### config.mk
export PLATFORM = sky130hd
export DESIGN_NAME = gregorian_date_offset_top_flat
export DESIGN_NICKNAME = d
export VERILOG_FILES = /design/src/hw/rtl/gdo_pkg.sv /design/src/hw/rtl/gdo_in_if.sv /design/src/hw/rtl/gdo_out_if.sv /design/src/hw/rtl/gdo_dpath.sv /design/src/hw/rtl/gdo_useq.sv /design/src/hw/rtl/gregorian_date_offset_top.sv /design/src/flat_wrapper.sv
export SDC_FILE = /design/constraint.sdc
export NUM_CORES = 1
export LEC_CHECK = 0
export BUFFER_PORTS_ARGS = -buffer_cell sky130_fd_sc_hd__buf_4
export CORE_MARGIN = 3
export CORE_UTILIZATION = 38
export DETAILED_ROUTE_END_ITERATION = 7
export GPL_TIMING_DRIVEN = 0
export PLACE_DENSITY_LB_ADDON = 0.25
export SLEW_MARGIN = 20
export SYNTH_ARGS = -nofsm -noshare
export SYNTH_HDL_FRONTEND = slang
export SYNTH_HIERARCHICAL = 1
export SYNTH_SLANG_ARGS = --single-unit
### constraint.sdc
create_clock -name clk -period 13.2 [get_ports clk]
set_input_delay 0.66 -clock clk [delete_from_list [all_inputs] [get_ports clk]]
set_output_delay 0.66 -clock clk [all_outputs]
set_load 0.02 [all_outputs]
### src/hw/rtl/gdo_pkg.sv
// ============================================================================
// gdo_pkg: shared types, constants and microcode for the date offset unit
// Holds the transaction payload types, the control word format, the program
// ROM and the small calendar helpers used by the datapath.
// ============================================================================
package gdo_pkg;

  // Field widths
  localparam int YEAR_W = 14;
  localparam int MON_W  = 4;
  localparam int DAY_W  = 5;
  localparam int OFS_W  = 17;
  localparam int CNT_W  = 16;
  localparam int ACC_W  = 24;   // signed day accumulator, covers year 16383 plus offset
  localparam int DC_W   = 23;   // day constant in a control word
  localparam int UPC_W  = 6;    // step counter

  // Calendar constants
  localparam int D400       = 146097;  // days in 400 years
  localparam int D100       = 36524;   // days in an ordinary century
  localparam int D4         = 1461;    // days in an ordinary 4-year span
  localparam int D1         = 365;
  localparam int Y400       = 400;
  localparam int Y100       = 100;
  localparam int Y4         = 4;
  localparam int Y1         = 1;
  localparam int MAX_DAYNUM = 3652058; // 9999-12-31
  localparam int CNT_MAX    = 65535;
  localparam int MON_COUNT  = 12;
  localparam logic [MON_W-1:0] MON_LAST = MON_W'(MON_COUNT - 1);

  // 7209 * 25 == 1 (mod 2^14): y is a multiple of 25 iff y * 7209 mod 2^14 <= 16383 / 25
  localparam int LEAP_INV25 = 7209;
  localparam int MUL25_MAX  = 655;

  // Input transaction
  typedef struct packed {
    logic                     kind;
    logic [YEAR_W-1:0]        year;
    logic [MON_W-1:0]         month;
    logic [DAY_W-1:0]         day;
    logic signed [OFS_W-1:0]  offset;
    logic [YEAR_W-1:0]        other_year;
    logic [MON_W-1:0]         other_month;
    logic [DAY_W-1:0]         other_day;
  } gdo_item_t;

  // Result transaction
  typedef struct packed {
    logic [YEAR_W-1:0] res_year;
    logic [MON_W-1:0]  res_month;
    logic [DAY_W-1:0]  res_day;
    logic [CNT_W-1:0]  day_count;
    logic              out_of_range;
  } gdo_res_t;

  // Sequencer states
  typedef enum logic {
    SEQ_IDLE,
    SEQ_RUN
  } gdo_seq_state_t;

  // Datapath operations
  typedef enum logic [3:0] {
    OP_LOAD,     // load year-1 and day-of-year of the selected date
    OP_ADDLP,    // add the leap day picked up by OP_LOAD
    OP_YSUB,     // years -> days: if yr >= yc then yr -= yc, acc += dc
    OP_SAVE,     // keep the first day number
    OP_DIFF,     // saturated distance between the two day numbers
    OP_OFFSET,   // acc += offset
    OP_SAT,      // clamp acc to the supported span, clear year and month
    OP_DSUB,     // days -> years: if acc >= dc then acc -= dc, yr += yc
    OP_YEAR,     // year count -> calendar year, latch its leap flag
    OP_MSUB,     // peel one month off acc
    OP_DONE      // load the result register
  } gdo_op_t;

  // Jump conditions
  typedef enum logic [1:0] {
    JC_NONE,     // fall through
    JC_TAKEN,    // the compare of this step passed
    JC_KIND1,    // distance transaction
    JC_REDO      // distance transaction, first date done
  } gdo_jc_t;

  // Control word
  typedef struct packed {
    gdo_op_t           op;
    gdo_jc_t           jc;
    logic [UPC_W-1:0]  tgt;
    logic [DC_W-1:0]   dc;
    logic [YEAR_W-1:0] yc;
  } gdo_uword_t;

  // Sequencer to datapath
  typedef struct packed {
    gdo_uword_t uw;
    logic       run;
    logic       load_in;
  } gdo_ctl_t;

  // Datapath to sequencer
  typedef struct packed {
    logic take;
    logic kind;
    logic pass;
  } gdo_sts_t;

  // Entry points of the program
  localparam logic [UPC_W-1:0] UA_LOAD = 6'd0;
  localparam logic [UPC_W-1:0] UA_MSUB = 6'd40;
  localparam logic [UPC_W-1:0] UA_DONE = 6'd41;

  function automatic gdo_uword_t gdo_uw(input gdo_op_t op, input gdo_jc_t jc,
                                        input logic [UPC_W-1:0] tgt,
                                        input int dc, input int yc);
    gdo_uword_t w;
    w.op  = op;
    w.jc  = jc;
    w.tgt = tgt;
    w.dc  = DC_W'(dc);
    w.yc  = YEAR_W'(yc);
    return w;
  endfunction

  // Program ROM. Steps 0..19 convert one date to a day number and run twice
  // for a distance transaction; steps 21..40 add the offset, clamp the sum and turn it into a date.
  function automatic gdo_uword_t gdo_rom(input logic [UPC_W-1:0] a);
    gdo_uword_t w;
    case (a)
      6'd0:  w = gdo_uw(OP_LOAD,   JC_NONE,  UA_LOAD, 0, 0);
      6'd1:  w = gdo_uw(OP_ADDLP,  JC_NONE,  UA_LOAD, 0, 0);
      // whole 400-year blocks, binary search over 6 quotient bits
      6'd2:  w = gdo_uw(OP_YSUB,   JC_NONE,  UA_LOAD, D400 * 32, Y400 * 32);
      6'd3:  w = gdo_uw(OP_YSUB,   JC_NONE,  UA_LOAD, D400 * 16, Y400 * 16);
      6'd4:  w = gdo_uw(OP_YSUB,   JC_NONE,  UA_LOAD, D400 * 8,  Y400 * 8);
      6'd5:  w = gdo_uw(OP_YSUB,   JC_NONE,  UA_LOAD, D400 * 4,  Y400 * 4);
      6'd6:  w = gdo_uw(OP_YSUB,   JC_NONE,  UA_LOAD, D400 * 2,  Y400 * 2);
      6'd7:  w = gdo_uw(OP_YSUB,   JC_NONE,  UA_LOAD, D400,      Y400);
      // centuries, at most three
      6'd8:  w = gdo_uw(OP_YSUB,   JC_NONE,  UA_LOAD, D100,      Y100);
      6'd9:  w = gdo_uw(OP_YSUB,   JC_NONE,  UA_LOAD, D100,      Y100);
      6'd10: w = gdo_uw(OP_YSUB,   JC_NONE,  UA_LOAD, D100,      Y100);
      // 4-year spans, 5 quotient bits
      6'd11: w = gdo_uw(OP_YSUB,   JC_NONE,  UA_LOAD, D4 * 16,   Y4 * 16);
      6'd12: w = gdo_uw(OP_YSUB,   JC_NONE,  UA_LOAD, D4 * 8,    Y4 * 8);
      6'd13: w = gdo_uw(OP_YSUB,   JC_NONE,  UA_LOAD, D4 * 4,    Y4 * 4);
      6'd14: w = gdo_uw(OP_YSUB,   JC_NONE,  UA_LOAD, D4 * 2,    Y4 * 2);
      6'd15: w = gdo_uw(OP_YSUB,   JC_NONE,  UA_LOAD, D4,        Y4);
      // single years, at most three
      6'd16: w = gdo_uw(OP_YSUB,   JC_NONE,  UA_LOAD, D1,        Y1);
      6'd17: w = gdo_uw(OP_YSUB,   JC_NONE,  UA_LOAD, D1,        Y1);
      6'd18: w = gdo_uw(OP_YSUB,   JC_NONE,  UA_LOAD, D1,        Y1);
      6'd19: w = gdo_uw(OP_SAVE,   JC_REDO,  UA_LOAD, 0, 0);
      6'd20: w = gdo_uw(OP_DIFF,   JC_KIND1, UA_DONE, 0, 0);
      6'd21: w = gdo_uw(OP_OFFSET, JC_NONE,  UA_LOAD, 0, 0);
      6'd22: w = gdo_uw(OP_SAT,    JC_NONE,  UA_LOAD, 0, 0);
      // 400-year blocks, 5 quotient bits
      6'd23: w = gdo_uw(OP_DSUB,   JC_NONE,  UA_LOAD, D400 * 16, Y400 * 16);
      6'd24: w = gdo_uw(OP_DSUB,   JC_NONE,  UA_LOAD, D400 * 8,  Y400 * 8);
      6'd25: w = gdo_uw(OP_DSUB,   JC_NONE,  UA_LOAD, D400 * 4,  Y400 * 4);
      6'd26: w = gdo_uw(OP_DSUB,   JC_NONE,  UA_LOAD, D400 * 2,  Y400 * 2);
      6'd27: w = gdo_uw(OP_DSUB,   JC_NONE,  UA_LOAD, D400,      Y400);
      // centuries, capped at three so the last day of a 400-year block stays put
      6'd28: w = gdo_uw(OP_DSUB,   JC_NONE,  UA_LOAD, D100,      Y100);
      6'd29: w = gdo_uw(OP_DSUB,   JC_NONE,  UA_LOAD, D100,      Y100);
      6'd30: w = gdo_uw(OP_DSUB,   JC_NONE,  UA_LOAD, D100,      Y100);
      6'd31: w = gdo_uw(OP_DSUB,   JC_NONE,  UA_LOAD, D4 * 16,   Y4 * 16);
      6'd32: w = gdo_uw(OP_DSUB,   JC_NONE,  UA_LOAD, D4 * 8,    Y4 * 8);
      6'd33: w = gdo_uw(OP_DSUB,   JC_NONE,  UA_LOAD, D4 * 4,    Y4 * 4);
      6'd34: w = gdo_uw(OP_DSUB,   JC_NONE,  UA_LOAD, D4 * 2,    Y4 * 2);
      6'd35: w = gdo_uw(OP_DSUB,   JC_NONE,  UA_LOAD, D4,        Y4);
      // single years, capped at three for Dec 31 of a leap year
      6'd36: w = gdo_uw(OP_DSUB,   JC_NONE,  UA_LOAD, D1,        Y1);
      6'd37: w = gdo_uw(OP_DSUB,   JC_NONE,  UA_LOAD, D1,        Y1);
      6'd38: w = gdo_uw(OP_DSUB,   JC_NONE,  UA_LOAD, D1,        Y1);
      6'd39: w = gdo_uw(OP_YEAR,   JC_NONE,  UA_LOAD, 0, 0);
      6'd40: w = gdo_uw(OP_MSUB,   JC_TAKEN, UA_MSUB, 0, 0);
      6'd41: w = gdo_uw(OP_DONE,   JC_NONE,  UA_LOAD, 0, 0);
      default: w = gdo_uw(OP_DONE, JC_NONE,  UA_LOAD, 0, 0);
    endcase
    return w;
  endfunction

  // Gregorian leap rule: div by 4 and not by 100, or div by 400 (= div by 16 and 25)
  function automatic logic gdo_is_leap(input logic [YEAR_W-1:0] y);
    logic [2*YEAR_W-1:0] prod;
    logic                div25;
    prod  = {{YEAR_W{1'b0}}, y} * (2*YEAR_W)'(LEAP_INV25);
    div25 = prod[YEAR_W-1:0] <= YEAR_W'(MUL25_MAX);
    return (y[1:0] == 2'b00) && (!div25 || (y[3:0] == 4'b0000));
  endfunction

  // Days before the first of month index mi (0 = January), common year
  function automatic logic [8:0] gdo_month_start(input logic [MON_W-1:0] mi);
    logic [8:0] s;
    case (mi)
      4'd0:    s = 9'd0;
      4'd1:    s = 9'd31;
      4'd2:    s = 9'd59;
      4'd3:    s = 9'd90;
      4'd4:    s = 9'd120;
      4'd5:    s = 9'd151;
      4'd6:    s = 9'd181;
      4'd7:    s = 9'd212;
      4'd8:    s = 9'd243;
      4'd9:    s = 9'd273;
      4'd10:   s = 9'd304;
      default: s = 9'd334;
    endcase
    return s;
  endfunction

  // Length of month index mi
  function automatic logic [DAY_W-1:0] gdo_month_len(input logic [MON_W-1:0] mi,
                                                      input logic leap);
    logic [DAY_W-1:0] n;
    case (mi)
      4'd1:                n = leap ? 5'd29 : 5'd28;
      4'd3, 4'd5, 4'd8, 4'd10: n = 5'd30;
      default:             n = 5'd31;
    endcase
    return n;
  endfunction

endpackage

### src/hw/rtl/gdo_in_if.sv
// ============================================================================
// gdo_in_if: input channel of the date offset unit
// Valid/ready channel carrying one date transaction.
// ============================================================================
interface gdo_in_if;
  import gdo_pkg::*;

  logic                     valid;
  logic                     ready;
  logic                     kind;
  logic [YEAR_W-1:0]        year;
  logic [MON_W-1:0]         month;
  logic [DAY_W-1:0]         day;
  logic signed [OFS_W-1:0]  offset;
  logic [YEAR_W-1:0]        other_year;
  logic [MON_W-1:0]         other_month;
  logic [DAY_W-1:0]         other_day;

  modport source (
    output valid, kind, year, month, day, offset, other_year, other_month, other_day,
    input  ready
  );

  modport sink (
    input  valid, kind, year, month, day, offset, other_year, other_month, other_day,
    output ready
  );
endinterface

### src/hw/rtl/gdo_out_if.sv
// ============================================================================
// gdo_out_if: result channel of the date offset unit
// Valid/ready channel carrying one result transaction.
// ============================================================================
interface gdo_out_if;
  import gdo_pkg::*;

  logic              valid;
  logic              ready;
  logic [YEAR_W-1:0] res_year;
  logic [MON_W-1:0]  res_month;
  logic [DAY_W-1:0]  res_day;
  logic [CNT_W-1:0]  day_count;
  logic              out_of_range;

  modport source (
    output valid, res_year, res_month, res_day, day_count, out_of_range,
    input  ready
  );

  modport sink (
    input  valid, res_year, res_month, res_day, day_count, out_of_range,
    output ready
  );
endinterface

### src/hw/rtl/gdo_dpath.sv
// ============================================================================
// gdo_dpath: datapath of the date offset unit
// Accumulator, year register, month index and conditional add/subtract logic,
// steered by the control word of the current step.
// ============================================================================
module gdo_dpath (
  input  logic               clk,
  input  logic               rst_n,
  input  gdo_pkg::gdo_ctl_t  ctl,
  input  gdo_pkg::gdo_item_t item,
  output gdo_pkg::gdo_sts_t  sts,
  output gdo_pkg::gdo_res_t  res
);
  import gdo_pkg::*;

  gdo_item_t                item_r;
  logic signed [ACC_W-1:0]  acc_r;
  logic signed [ACC_W-1:0]  a_r;
  logic [YEAR_W-1:0]        yr_r;
  logic [MON_W-1:0]         mo_r;
  logic                     lp_r;
  logic                     pass_r;
  logic [CNT_W-1:0]         cnt_r;
  logic                     ovf_r;
  gdo_res_t                 res_r;

  logic [YEAR_W-1:0]        ysrc, y_cl, yr_inc, leap_yr;
  logic [MON_W-1:0]         msrc, m_cl, mi;
  logic [DAY_W-1:0]         dsrc, mlen;
  logic                     leap_w;
  logic [ACC_W-1:0]         load_acc;
  logic signed [ACC_W-1:0]  dc_s, mlen_s, lp_s, ofs_s;
  logic signed [ACC_W-1:0]  diff_ab, diff_abs;
  logic                     ysub_take, dsub_take, msub_take, take;

  // Date select and clamping of the operand being converted
  always_comb begin
    ysrc = pass_r ? item_r.other_year  : item_r.year;
    msrc = pass_r ? item_r.other_month : item_r.month;
    dsrc = pass_r ? item_r.other_day   : item_r.day;
    y_cl = (ysrc == '0) ? YEAR_W'(1) : ysrc;
    if (msrc == '0) begin
      m_cl = MON_W'(1);
    end else if (msrc > MON_W'(MON_COUNT)) begin
      m_cl = MON_W'(MON_COUNT);
    end else begin
      m_cl = msrc;
    end
    mi       = m_cl - MON_W'(1);
    load_acc = ACC_W'(gdo_month_start(mi)) + ACC_W'(dsrc) - ACC_W'(1);
  end

  // Leap flag: source year on load, result year when the year is finalized
  assign yr_inc  = yr_r + YEAR_W'(1);
  assign leap_yr = (ctl.uw.op == OP_YEAR) ? yr_inc : y_cl;
  assign leap_w  = gdo_is_leap(leap_yr);

  // Compares for the conditional-subtract steps
  assign dc_s      = $signed({1'b0, ctl.uw.dc});
  assign mlen      = gdo_month_len(mo_r, lp_r);
  assign mlen_s    = $signed({{(ACC_W-DAY_W){1'b0}}, mlen});
  assign lp_s      = $signed({{(ACC_W-1){1'b0}}, lp_r});
  assign ofs_s     = ACC_W'($signed(item_r.offset));
  assign ysub_take = yr_r >= ctl.uw.yc;
  assign dsub_take = acc_r >= dc_s;
  assign msub_take = (mo_r != MON_LAST) && (acc_r >= mlen_s);

  // Distance between the saved and the current day number
  assign diff_ab  = a_r - acc_r;
  assign diff_abs = diff_ab[ACC_W-1] ? -diff_ab : diff_ab;

  always_comb begin
    case (ctl.uw.op)
      OP_YSUB: take = ysub_take;
      OP_DSUB: take = dsub_take;
      OP_MSUB: take = msub_take;
      default: take = 1'b0;
    endcase
  end

  assign sts.take = take;
  assign sts.kind = item_r.kind;
  assign sts.pass = pass_r;

  // Item capture and step execution
  always_ff @(posedge clk) begin
    if (ctl.load_in) begin
      item_r <= item;
      pass_r <= 1'b0;
    end else if (ctl.run) begin
      case (ctl.uw.op)
        OP_LOAD: begin
          yr_r  <= y_cl - YEAR_W'(1);
          acc_r <= $signed(load_acc);
          lp_r  <= (m_cl > MON_W'(2)) && leap_w;
        end
        OP_ADDLP: begin
          acc_r <= acc_r + lp_s;
        end
        OP_YSUB: begin
          if (ysub_take) begin
            yr_r  <= yr_r - ctl.uw.yc;
            acc_r <= acc_r + dc_s;
          end
        end
        OP_SAVE: begin
          if (!pass_r) begin
            a_r    <= acc_r;
            pass_r <= 1'b1;
          end
        end
        OP_DIFF: begin
          if (diff_abs > $signed(ACC_W'(CNT_MAX))) begin
            cnt_r <= CNT_W'(CNT_MAX);
            ovf_r <= 1'b1;
          end else begin
            cnt_r <= diff_abs[CNT_W-1:0];
            ovf_r <= 1'b0;
          end
        end
        OP_OFFSET: begin
          acc_r <= acc_r + ofs_s;
        end
        OP_SAT: begin
          if (acc_r < 0) begin
            acc_r <= '0;
            ovf_r <= 1'b1;
          end else if (acc_r > $signed(ACC_W'(MAX_DAYNUM))) begin
            acc_r <= $signed(ACC_W'(MAX_DAYNUM));
            ovf_r <= 1'b1;
          end else begin
            ovf_r <= 1'b0;
          end
          yr_r <= '0;
          mo_r <= '0;
        end
        OP_DSUB: begin
          if (dsub_take) begin
            acc_r <= acc_r - dc_s;
            yr_r  <= yr_r + ctl.uw.yc;
          end
        end
        OP_YEAR: begin
          yr_r <= yr_inc;
          lp_r <= leap_w;
        end
        OP_MSUB: begin
          if (msub_take) begin
            acc_r <= acc_r - mlen_s;
            mo_r  <= mo_r + MON_W'(1);
          end
        end
        OP_DONE: begin
          res_r.out_of_range <= ovf_r;
          if (item_r.kind) begin
            res_r.res_year  <= '0;
            res_r.res_month <= '0;
            res_r.res_day   <= '0;
            res_r.day_count <= cnt_r;
          end else begin
            res_r.res_year  <= yr_r;
            res_r.res_month <= mo_r + MON_W'(1);
            res_r.res_day   <= acc_r[DAY_W-1:0] + DAY_W'(1);
            res_r.day_count <= '0;
          end
        end
        default: ;
      endcase
    end
  end

  assign res = res_r;

  // Month walk never passes December
  a_month_cap: assert property (@(posedge clk) disable iff (!rst_n)
    (ctl.run && ctl.uw.op == OP_MSUB) |-> (mo_r <= MON_LAST))
    else $error("month index past December");

  // Day number is clamped before it is split into years
  a_dsub_pos: assert property (@(posedge clk) disable iff (!rst_n)
    (ctl.run && ctl.uw.op == OP_DSUB) |-> !acc_r[ACC_W-1])
    else $error("negative day number during year split");

  // Day of year stays non-negative while months are peeled off
  a_msub_pos: assert property (@(posedge clk) disable iff (!rst_n)
    (ctl.run && ctl.uw.op == OP_MSUB) |-> !acc_r[ACC_W-1])
    else $error("negative day of year during month walk");

endmodule

### src/hw/rtl/gdo_useq.sv
// ============================================================================
// gdo_useq: microcode sequencer of the date offset unit
// Step counter, program ROM lookup, conditional jumps, input acceptance and
// the valid flag of the result register.
// ============================================================================
module gdo_useq (
  input  logic               clk,
  input  logic               rst_n,
  input  logic               in_valid,
  output logic               in_ready,
  output logic               out_valid,
  input  logic               out_ready,
  input  gdo_pkg::gdo_sts_t  sts,
  output gdo_pkg::gdo_ctl_t  ctl
);
  import gdo_pkg::*;

  gdo_seq_state_t    state_r, state_nxt;
  logic [UPC_W-1:0]  upc_r, upc_nxt;
  logic              out_valid_r, out_valid_nxt;

  gdo_uword_t        uw;
  logic              in_fire, out_free, hold, run, jump, done_fire;

  assign uw = gdo_rom(upc_r);

  // Next step, handshakes and control to the datapath
  always_comb begin
    in_ready  = rst_n && (state_r == SEQ_IDLE);
    in_fire   = in_valid && in_ready;
    out_free  = !out_valid_r || out_ready;
    hold      = (uw.op == OP_DONE) && !out_free;
    run       = (state_r == SEQ_RUN) && !hold;
    done_fire = run && (uw.op == OP_DONE);

    case (uw.jc)
      JC_NONE:  jump = 1'b0;
      JC_TAKEN: jump = sts.take;
      JC_KIND1: jump = sts.kind;
      JC_REDO:  jump = sts.kind && !sts.pass;
      default:  jump = 1'b0;
    endcase

    state_nxt = state_r;
    upc_nxt   = upc_r;
    case (state_r)
      SEQ_IDLE: begin
        if (in_fire) begin
          state_nxt = SEQ_RUN;
          upc_nxt   = UA_LOAD;
        end
      end
      SEQ_RUN: begin
        if (done_fire) begin
          state_nxt = SEQ_IDLE;
        end else if (run) begin
          upc_nxt = jump ? uw.tgt : upc_r + UPC_W'(1);
        end
      end
      default: begin
        state_nxt = SEQ_IDLE;
      end
    endcase

    // Result register: filled on the last step, emptied by the sink
    if (done_fire) begin
      out_valid_nxt = 1'b1;
    end else if (out_ready) begin
      out_valid_nxt = 1'b0;
    end else begin
      out_valid_nxt = out_valid_r;
    end

    ctl.uw      = uw;
    ctl.run     = run;
    ctl.load_in = in_fire;
  end

  always_ff @(posedge clk) begin
    if (!rst_n) begin
      state_r     <= SEQ_IDLE;
      upc_r       <= UA_LOAD;
      out_valid_r <= 1'b0;
    end else begin
      state_r     <= state_nxt;
      upc_r       <= upc_nxt;
      out_valid_r <= out_valid_nxt;
    end
  end

  assign out_valid = out_valid_r;

  // A new transaction starts the program at its first step
  a_start: assert property (@(posedge clk) disable iff (!rst_n)
    in_fire |=> (state_r == SEQ_RUN && upc_r == UA_LOAD))
    else $error("program did not start at first step");

  // Step counter stays inside the program
  a_upc_range: assert property (@(posedge clk) disable iff (!rst_n)
    (state_r == SEQ_RUN) |-> (upc_r <= UA_DONE))
    else $error("step counter outside program");

  // Finishing a transaction fills the result register and frees the input
  a_done: assert property (@(posedge clk) disable iff (!rst_n)
    done_fire |=> (out_valid_r && state_r == SEQ_IDLE))
    else $error("result not posted on last step");

endmodule

### src/hw/rtl/gregorian_date_offset_top.sv
// ============================================================================
// gregorian_date_offset_top: Gregorian date offset and distance unit
// Shifts a date by a signed day count, or gives the day distance between two
// dates, using a microcoded sequencer over a conditional-subtract datapath.
// ============================================================================
//
//  channel  | direction | handshake           | payload
//  ---------+-----------+---------------------+-----------------------------------
//  in_if    | sink      | valid / ready       | kind, date, offset, second date
//  out_if   | source    | valid / ready       | date, day_count, out_of_range
//
//  An offset transaction runs the whole program, repeating the month-walk step
//  for each month peeled off the result; a distance transaction converts both
//  dates, then jumps to the last step; one quotient bit or one month per step.
//  Reset is synchronous and active low; it clears the sequencer and the
//  result valid flag. A new transaction is accepted once the program ends.
//  Output back-pressure stalls the program on its last step only.
//
module gregorian_date_offset_top (
  input  logic   clk,
  input  logic   rst_n,
  gdo_in_if.sink   in_if,
  gdo_out_if.source out_if
);
  import gdo_pkg::*;

  gdo_item_t item;
  gdo_ctl_t  ctl;
  gdo_sts_t  sts;
  gdo_res_t  res;

  // Pack the input transaction
  always_comb begin
    item.kind        = in_if.kind;
    item.year        = in_if.year;
    item.month       = in_if.month;
    item.day         = in_if.day;
    item.offset      = in_if.offset;
    item.other_year  = in_if.other_year;
    item.other_month = in_if.other_month;
    item.other_day   = in_if.other_day;
  end

  gdo_useq u_useq (
    .clk       (clk),
    .rst_n     (rst_n),
    .in_valid  (in_if.valid),
    .in_ready  (in_if.ready),
    .out_valid (out_if.valid),
    .out_ready (out_if.ready),
    .sts       (sts),
    .ctl       (ctl)
  );

  gdo_dpath u_dpath (
    .clk   (clk),
    .rst_n (rst_n),
    .ctl   (ctl),
    .item  (item),
    .sts   (sts),
    .res   (res)
  );

  // Unpack the result transaction
  assign out_if.res_year     = res.res_year;
  assign out_if.res_month    = res.res_month;
  assign out_if.res_day      = res.res_day;
  assign out_if.day_count    = res.day_count;
  assign out_if.out_of_range = res.out_of_range;

endmodule
### src/flat_wrapper.sv
// flat-port wrapper written by rule: the top's interface ports become plain ports
module gregorian_date_offset_top_flat import gdo_pkg::*;
  (clk, rst_n, in_if_valid, in_if_kind, in_if_year, in_if_month, in_if_day, in_if_offset, in_if_other_year, in_if_other_month, in_if_other_day, in_if_ready, out_if_valid, out_if_res_year, out_if_res_month, out_if_res_day, out_if_day_count, out_if_out_of_range, out_if_ready);
  gdo_in_if in_if_i ();
  gdo_out_if out_if_i ();
  input  logic clk;
  input  logic rst_n;
  input wire logic [$bits(in_if_i.valid)-1:0] in_if_valid;
  input wire logic [$bits(in_if_i.kind)-1:0] in_if_kind;
  input wire logic [$bits(in_if_i.year)-1:0] in_if_year;
  input wire logic [$bits(in_if_i.month)-1:0] in_if_month;
  input wire logic [$bits(in_if_i.day)-1:0] in_if_day;
  input wire logic [$bits(in_if_i.offset)-1:0] in_if_offset;
  input wire logic [$bits(in_if_i.other_year)-1:0] in_if_other_year;
  input wire logic [$bits(in_if_i.other_month)-1:0] in_if_other_month;
  input wire logic [$bits(in_if_i.other_day)-1:0] in_if_other_day;
  output wire logic [$bits(in_if_i.ready)-1:0] in_if_ready;
  output wire logic [$bits(out_if_i.valid)-1:0] out_if_valid;
  output wire logic [$bits(out_if_i.res_year)-1:0] out_if_res_year;
  output wire logic [$bits(out_if_i.res_month)-1:0] out_if_res_month;
  output wire logic [$bits(out_if_i.res_day)-1:0] out_if_res_day;
  output wire logic [$bits(out_if_i.day_count)-1:0] out_if_day_count;
  output wire logic [$bits(out_if_i.out_of_range)-1:0] out_if_out_of_range;
  input wire logic [$bits(out_if_i.ready)-1:0] out_if_ready;
  assign in_if_i.valid = in_if_valid;
  assign in_if_i.kind = in_if_kind;
  assign in_if_i.year = in_if_year;
  assign in_if_i.month = in_if_month;
  assign in_if_i.day = in_if_day;
  assign in_if_i.offset = in_if_offset;
  assign in_if_i.other_year = in_if_other_year;
  assign in_if_i.other_month = in_if_other_month;
  assign in_if_i.other_day = in_if_other_day;
  assign in_if_ready = in_if_i.ready;
  assign out_if_valid = out_if_i.valid;
  assign out_if_res_year = out_if_i.res_year;
  assign out_if_res_month = out_if_i.res_month;
  assign out_if_res_day = out_if_i.res_day;
  assign out_if_day_count = out_if_i.day_count;
  assign out_if_out_of_range = out_if_i.out_of_range;
  assign out_if_i.ready = out_if_ready;
  gregorian_date_offset_top u_core (.clk(clk), .rst_n(rst_n), .in_if(in_if_i), .out_if(out_if_i));
endmodule
==> summary.txt, run 1 <==
Clock network
  • Num CTS Buffers: 28
  • CTS Buffer Depth: 3
  • Clk_lat worst skew: 0.57 ns
  • Count of buffers added by post-CTS timing repair for setup: 0
  • Clock tree from TritonCTS: yes
  • Clock root buffer: clkbuf_16
  • Clock-pin slew on the worst setup and hold paths: 0.06 ns
  • Number of sinks handled by clock tree synthesis: 240
  • CTS Hold Buffers Added: 0
  • Number of H-tree levels: 1
  • Quantity of gates resized following cts: 0

Detailed routing
  • Via density per instance: 5.74
  • Number of nets with antenna violations after routing: 0
  • Average detailed-routed wire length per instance: 20.7 um
  • Routed Wire Length: 61800 um
  • Count of routing violations after the opening detailed-route iteration: 1603
  • Number of detailed-routing iterations run before antenna repair: 6
  • Total number of vias: 17139
  • Number of remaining DRC errors: 0

Status
  • Result of the run: completed

Worst setup path
  • Slowest stage cell on the critical path: buf_1
  • R2r startpoint: u_core/u_dpath/pass_r
  • Series of cell instances along the critical path: clkbuf_1, clkbuf_1, clkbuf_1, buf_1, buf_1, mux2i_1, o21ai_0, ha_1, ha_1, ha_1, inv_1, fa_1, inv_1, ha_1, a21o_1, a21oi_1, nor2b_1, o21a_1, or3_1, a2111oi_0, a31oi_1
  • Worst-path maximum fanout: 10
  • Worst path required time: 13.50 ns
  • Setup crit start: u_core/u_dpath/pass_r
  • Critical path class: flop to flop
  • Delay of the slowest cell on the worst path: 0.79 ns
  • Startpoint type of the worst setup path: flop
  • Most used cell, CP: ha_1
  • Data arrival time of the critical path: 8.24 ns
  • Critical Path End Type: flop

Floorplan
  • DIE WIDTH: 232 um
  • Height of the die: 232 um
  • Die ar.: 53800 sq um
  • Initial Util: 38.6%
  • Total core area: 50300 sq um
  • Floorplan row count: 82
  • Io pins: 110

Timing
  • Measured slew at the worst slew-check pin: 1.12 ns
  • Final Critical Period: 7.95 ns
  • Final sum of negative setup slack: 0 ns
  • Number of setup violations in the final report: 0
  • Layout Skew: 0.0101 ns
  • Maximum frequency from static timing analysis: 0.126 GHz
  • Number of hold violations in the final report: 0
  • Slew headroom: 25.3%
  • Unrepaired setup endpoints after global routing: no
  • Total count of max-transition violations in the final report: 0
  • Final period utilization: 60.2%

Synth
  • Syn Std Cell Area: 19400 sq um
  • Number of instances in the synthesized netlist: 2142
  • Net Count, Synth: 2404
  • Mean cell area of the mapped netlist: 9.06 sq um
  • Yosys warns: 6

Global route
  • Overall global routing resource usage: 22.4%
  • Via count of the first global-routing pass: 16580
  • Initial antenna violation count: 0
  • Overflow after GRT: 0
  • Largest net degree at the start of global routing: 67
  • Wire length of the first global-routing pass: 94900 um

Power
  • Total leakage power: 8.58 nW
  • Final total power: 2.45 mW
  • Power density cells: 112 nW/um^2
  • Maximum ir drop on the vdd rail: 88.1 uV

Final layout
  • Area occupied by multi-input gates: 11700 sq um
  • Filler Cells Inserted: 5015
  • Post-synthesis to final-layout area growth: 13.3%
  • Area occupied by registers: 6690 sq um
  • Nets: 2553
  • Number of standard cells in the layout, taps in and fillers out: 2985
  • Share of final-layout standard cells stronger than drive strength 1: 10.6%

Min path
  • Hold wc startpoint: in_if_other_month[1]
  • Path class of the lowest-slack min-delay path: input port to flop

Placement
  • Buffers added on ports: 109
  • Gpl congestion: 0.936
  • Total placed cells including tap cells: 2933
  • Total half-perimeter wirelength after legalization and detailed placement: 48800 um

Run
  • Number of max-cap violations: 0
## metal layers
layer  vias up  GRT usage [%]  part of all wire [%]
li1       8175              -                     -
met1      8209           30.7                    44
met2       636           36.9                    47
met3       119           2.29                   6.0
met4         0           7.40                   3.4
met5         -              0                     0
## worst paths after layout
path,to,slack (ns),depth (start not counted)
hold reg to reg,u_core/u_dpath/res[0],0.43,0
setup / recovery,u_core/u_dpath/lp_r,5.25,21
hold / removal,u_core/u_dpath/item_r[6],0.27,1
setup reg to reg,u_core/u_dpath/lp_r,5.25,21
## layout by cell type (no fill, tap or decap), types with 22 or more instances in the layout
master and count:
edfxtp_1 188, nor2_1 179, ha_1 176, inv_1 160, nand2_1 139, o21ai_0 131, a21oi_1 126, buf_4 123
xnor2_1 88, clkbuf_1 70, nor3_1 63, dfxtp_1 52, nand3_1 50, xor2_1 48, and2_1 42, a21o_1 40
nand2b_1 39, nor2b_1 37, mux2i_1 36, clkbuf_16 29, nand4_1 24, a221oi_1 22
## worst max-delay path, delay by kind of cell, from the launching register on
family | cells | cell delay, ns
flops | 1 | 0.37
buf+inv | 7 | 3.12
mux | 1 | 0.16
fa+ha+maj | 5 | 1.81
simple gates | 2 | 0.38
compound gates | 6 | 1.83
## per-stage QoR
step	utilization (%)	worst slack (ns)	cell area (sq um)	hold slack (ns)
3_5_place_dp	42.1	5.36	21200	0.416
2_1_floorplan	-	7.22	19400	0.400
6_report	43.8	5.25	22000	0.269
4_1_cts	43.8	5.35	22000	0.236
3_3_place_gp	41.9	5.47	21100	0.410
5_1_grt	43.8	4.73	22000	0.250
## where the power goes
group | total, mW | internal [mW] | switching [mW]
Combinational | 0.827 | 0.339 | 0.489
Clock | 0.718 | 0.402 | 0.316
Sequential | 0.909 | 0.861 | 0.0486
Total | 2.45 | 1.60 | 0.853
## layout make-up
class / count / share of cell area (%)
clock inverters: 14 / 0.375
well taps: 672 / 3.82
plain buffers: 98 / 2.06
diodes: 1 / 0.0114
repair buffers: 119 / 4.02
inverters: 164 / 2.80
multi-input cells: 1640 / 53.1
clock buffers: 37 / 3.44
flip-flops and latches: 240 / 30.4
## registers in the layout (all words and copies together) (netlist names)
name,cells
u_core/u_dpath/mo_r,4
u_core/u_dpath/a_r,24
u_core/u_dpath/acc_r,24
u_core/u_dpath/yr_r,14
u_core/u_dpath/lp_r,1
u_core/u_useq/upc_r,6
u_core/u_dpath/res,40
u_core/u_useq/uw,43
u_core/u_dpath/ovf_r,1
u_core/u_dpath/item_r,63
u_core/u_dpath/pass_r,1
u_core/u_dpath/cnt_r,16
u_core/u_useq/out_valid,1
u_core/u_dpath/sts,1
u_core/u_useq/state_r,1
No activity file was read; power rests on OpenSTA's default activity.
==> run 2: changes to the inputs <==
clock period = 6.78 ns   (was 13.2 ns; I/O delays follow)
==> run 2 against run 1 <==
Global-route usage up 0.31 points. Register-to-register slack worse by 5.0 ns. Clock-buffer cell count unchanged. Clock skew up 0.0018 ns. Cell count up 2.3%. First-iteration DRC count down 2.4%. Power up 97%. Worst hold slack worse by 0.23 ns. Fmax up 21%. Critical path type unchanged. Highest routed layer unchanged.
==> summary.txt, run 2 (synthesized netlist as in run 1, its figures left out) <==
Worst setup path
  • Slowest stage cell on the critical path: o311ai_0 (was buf_1)
  • Cell family with most CP delay: compound AO/OA/AOI/OAI gates (was buffers and inverters)
  • Most used cell, CP: o21ai_0 (was ha_1)
  • Delay of the slowest cell on the worst path: 0.87 ns (was 0.79 ns)
  • Critical Path End Type: flop (unchanged)
  • Data arrival time of the critical path: 6.86 ns (was 8.24 ns)
  • Worst-path maximum fanout: 10 (unchanged)
  • Number of buffers and inverters on the critical path: 2 (was 7)
  • Series of cell instances along the critical path: clkbuf_1, nand2b_1, nor3_1, clkbuf_1, o21ai_0, ha_1, a21o_1, a21oi_1, nor2b_1, o21a_1, o311ai_0, a31oi_1, o21ai_0, nand2_1, a221oi_1, o21ai_0, a211o_1 (was clkbuf_1, clkbuf_1, clkbuf_1, buf_1, buf_1, mux2i_1, o21ai_0, ha_1, ha_1, ha_1, inv_1, fa_1, inv_1, ha_1, a21o_1, a21oi_1, nor2b_1, o21a_1, or3_1, a2111oi_0, a31oi_1)
  • Critical path class: flop to flop (unchanged)
  • Worst path required time: 7.09 ns (was 13.50 ns)
  • Worst R2R Setup Slack: 0.23 ns (was 5.25 ns)
  • Startpoint type of the worst setup path: flop (unchanged)

Final layout
  • Area occupied by multi-input gates: 11700 sq um (about the same)
  • Filler Cells Inserted: 4942 (was 5015)
  • Number of standard cells in the layout, taps in and fillers out: 3053 (was 2985)
  • Share of final-layout standard cells stronger than drive strength 1: 11.6% (was 10.6%)
  • Summed area of non-filler cells in the final layout: 22800 sq um (was 22000 sq um)
  • Post-synthesis to final-layout area growth: 17.3% (was 13.3%)
  • Most common cell after layout, fill and taps aside: edfxtp_1 (unchanged)
  • Nets: 2621 (was 2553)
  • Share of the core filled with cells in the final layout: 45.3% (was 43.8%)
  • Reg with most FFs: u_core/u_dpath/item_r (unchanged)
  • Area occupied by registers: 6690 sq um (unchanged)
  • Commonest cells after routing, fill and taps aside: 188 x edfxtp_1, 177 x nor2_1, 174 x ha_1, 160 x inv_1, 139 x nand2_1 (was 188 x edfxtp_1, 179 x nor2_1, 176 x ha_1, 160 x inv_1, 139 x nand2_1)
  • Number of flip-flops in the largest register: 63 (unchanged)

Global route
  • Largest net degree at the start of global routing: 67 (unchanged)
  • Via count of the first global-routing pass: 16928 (was 16580)
  • Overall global routing resource usage: 22.7% (was 22.4%)
  • Wire length of the first global-routing pass: 96300 um (was 94900 um)
  • Overflow after GRT: 0 (unchanged)
  • Initial antenna violation count: 0 (unchanged)

Detailed routing
  • Met2 routed wirelength: 29500 um (was 28700 um)
  • Via density per instance: 5.72 (was 5.74)
  • Routed Wire Length: 62700 um (was 61800 um)
  • Amount of wire on met3 after detailed routing: 3840 um (was 3740 um)
  • Number of nets with antenna violations after routing: 0 (unchanged)
  • Average detailed-routed wire length per instance: 20.5 um (was 20.7 um)
  • Total number of vias: 17464 (was 17139)
  • Highest metal layer used by the detailed router: met4 (unchanged)
  • Count of routing violations after the opening detailed-route iteration: 1564 (was 1603)
  • DRT met1 WL: 27300 um (was 27200 um)
  • Number of detailed-routing iterations run before antenna repair: 6 (unchanged)
  • Number of remaining DRC errors: 0 (unchanged)

Timing
  • Final period utilization: 96.7% (was 60.2%)
  • Number of setup violations in the final report: 0 (unchanged)
  • Maximum frequency from static timing analysis: 0.153 GHz (was 0.126 GHz)
  • Total count of max-transition violations in the final report: 0 (unchanged)
  • Final Critical Period: 6.55 ns (was 7.95 ns)
  • Hold slack: 0.0426 ns (was 0.269 ns)
  • Slew headroom: 24.9% (was 25.3%)
  • Number of hold violations in the final report: 0 (unchanged)
  • Layout Skew: 0.0120 ns (was 0.0101 ns)
  • Final sum of negative setup slack: 0 ns (unchanged)
  • Setup slack of the critical path after layout: 0.226 ns (was 5.25 ns)
  • Measured slew at the worst slew-check pin: 1.13 ns (was 1.12 ns)

Power
  • Total leakage power: 8.92 nW (was 8.58 nW)
  • Final total power: 4.83 mW (was 2.45 mW)
  • Power density cells: 212 nW/um^2 (was 112 nW/um^2)
  • Maximum ir drop on the vdd rail: 172 uV (was 88.1 uV)

Clock network
  • Clk_lat worst skew: 0.57 ns (about the same)
  • Clock tree from TritonCTS: yes (unchanged)
  • Num CTS Buffers: 28 (unchanged)
  • Clock-pin slew on the worst setup and hold paths: 0.06 ns (about the same)
  • CTS Buffer Depth: 3 (unchanged)
  • Number of sinks handled by clock tree synthesis: 240 (unchanged)
  • Clock root buffer: clkbuf_16 (unchanged)
  • Number of H-tree levels: 1 (unchanged)

Placement
  • Placed standard-cell area: 21200 sq um (unchanged)
  • Minimum setup slack after placement: -1.06 ns (was 5.36 ns)
  • Buffers added on ports: 109 (unchanged)
  • Gpl congestion: 0.936 (unchanged)
  • Total half-perimeter wirelength after legalization and detailed placement: 48800 um (unchanged)
  • Total placed cells including tap cells: 2933 (unchanged)

Floorplan
  • Height of the die: 232 um (unchanged)
  • Die ar.: 53800 sq um (unchanged)
  • Total core area: 50300 sq um (unchanged)
  • Initial Util: 38.6% (unchanged)
  • Floorplan row count: 82 (unchanged)
  • DIE WIDTH: 232 um (unchanged)
  • Io pins: 110 (unchanged)

Run
  • Number of max-cap violations: 0 (unchanged)

Min path
  • Path class of the lowest-slack min-delay path: input port to flop (unchanged)

Status
  • Result of the run: completed (unchanged)
[run 2: changes by cell type in the layout (fill, tap and decap cells not counted), moves of 6 or more]
cell           delta
buf_4             +6
dlygate4sd3_1    +64
clkbuf_2          +7
clkbuf_1         -11
[run 2: area by class of cell]
| cell class | count | area share (%) |
|---|---|---|
| Multi-Input combinational cell | 1640 | 51.6 |
| Sequential cell | 240 | 29.4 |
| Timing Repair Buffer | 189 | 6.90 |
| Tap cell | 672 | 3.69 |
| Clock buffer | 37 | 3.32 |
| Inverter | 164 | 2.70 |
| Buffer | 96 | 2.09 |
| Clock inverter | 14 | 0.363 |
| Antenna cell | 1 | 0.0110 |
[run 2: metal layers]
layer / global-route usage [%] / vias up
li1: - / 8310
met1: 30.7 / 8337
met2: 37.9 / 695
met3: 2.27 / 122
met4: 7.61 / 0
met5: 0 / -
[run 2: path summary, 6_finish.rpt]
path / depth (start not counted) / to / from
max: 17 / u_core/u_dpath/acc_r[23] / u_core/u_useq/uw[45]
min reg2reg: 0 / u_core/u_dpath/res[0] / u_core/u_dpath/ovf_r
min: 3 / u_core/u_useq/state_r / in_if_valid
max reg2reg: 17 / u_core/u_dpath/acc_r[23] / u_core/u_useq/uw[45]
[run 2: repair_timing]
| item | 4_1_cts | 5_1_grt |
|---|---|---|
| hold endpoints to repair | 64 | 0 |
| buffers inserted | 0 | 6 |
| gates resized for setup | 15 | 24 |
| pin swaps | 0 | 2 |
| setup endpoints to repair | 43 | 37 |
| hold buffers | 64 | 0 |
[run 2: worst register-to-register path, stage by stage (launching register included)]
cell and delay, ns:
dfxtp_1 0.37, clkbuf_1 0.26, nand2b_1 0.29, nor3_1 0.86, clkbuf_1 0.56, o21ai_0 0.21, ha_1 0.26, a21o_1 0.19
a21oi_1 0.22, nor2b_1 0.07, o21a_1 0.20, o311ai_0 0.87, a31oi_1 0.25, o21ai_0 0.39, nand2_1 0.14, a221oi_1 0.70
o21ai_0 0.20, a211o_1 0.28
[run 2: power breakdown]
group          internal, mW  switching (mW)
Combinational         0.695           0.968
Clock                 0.782           0.620
Sequential             1.68          0.0925
Total                  3.15            1.68
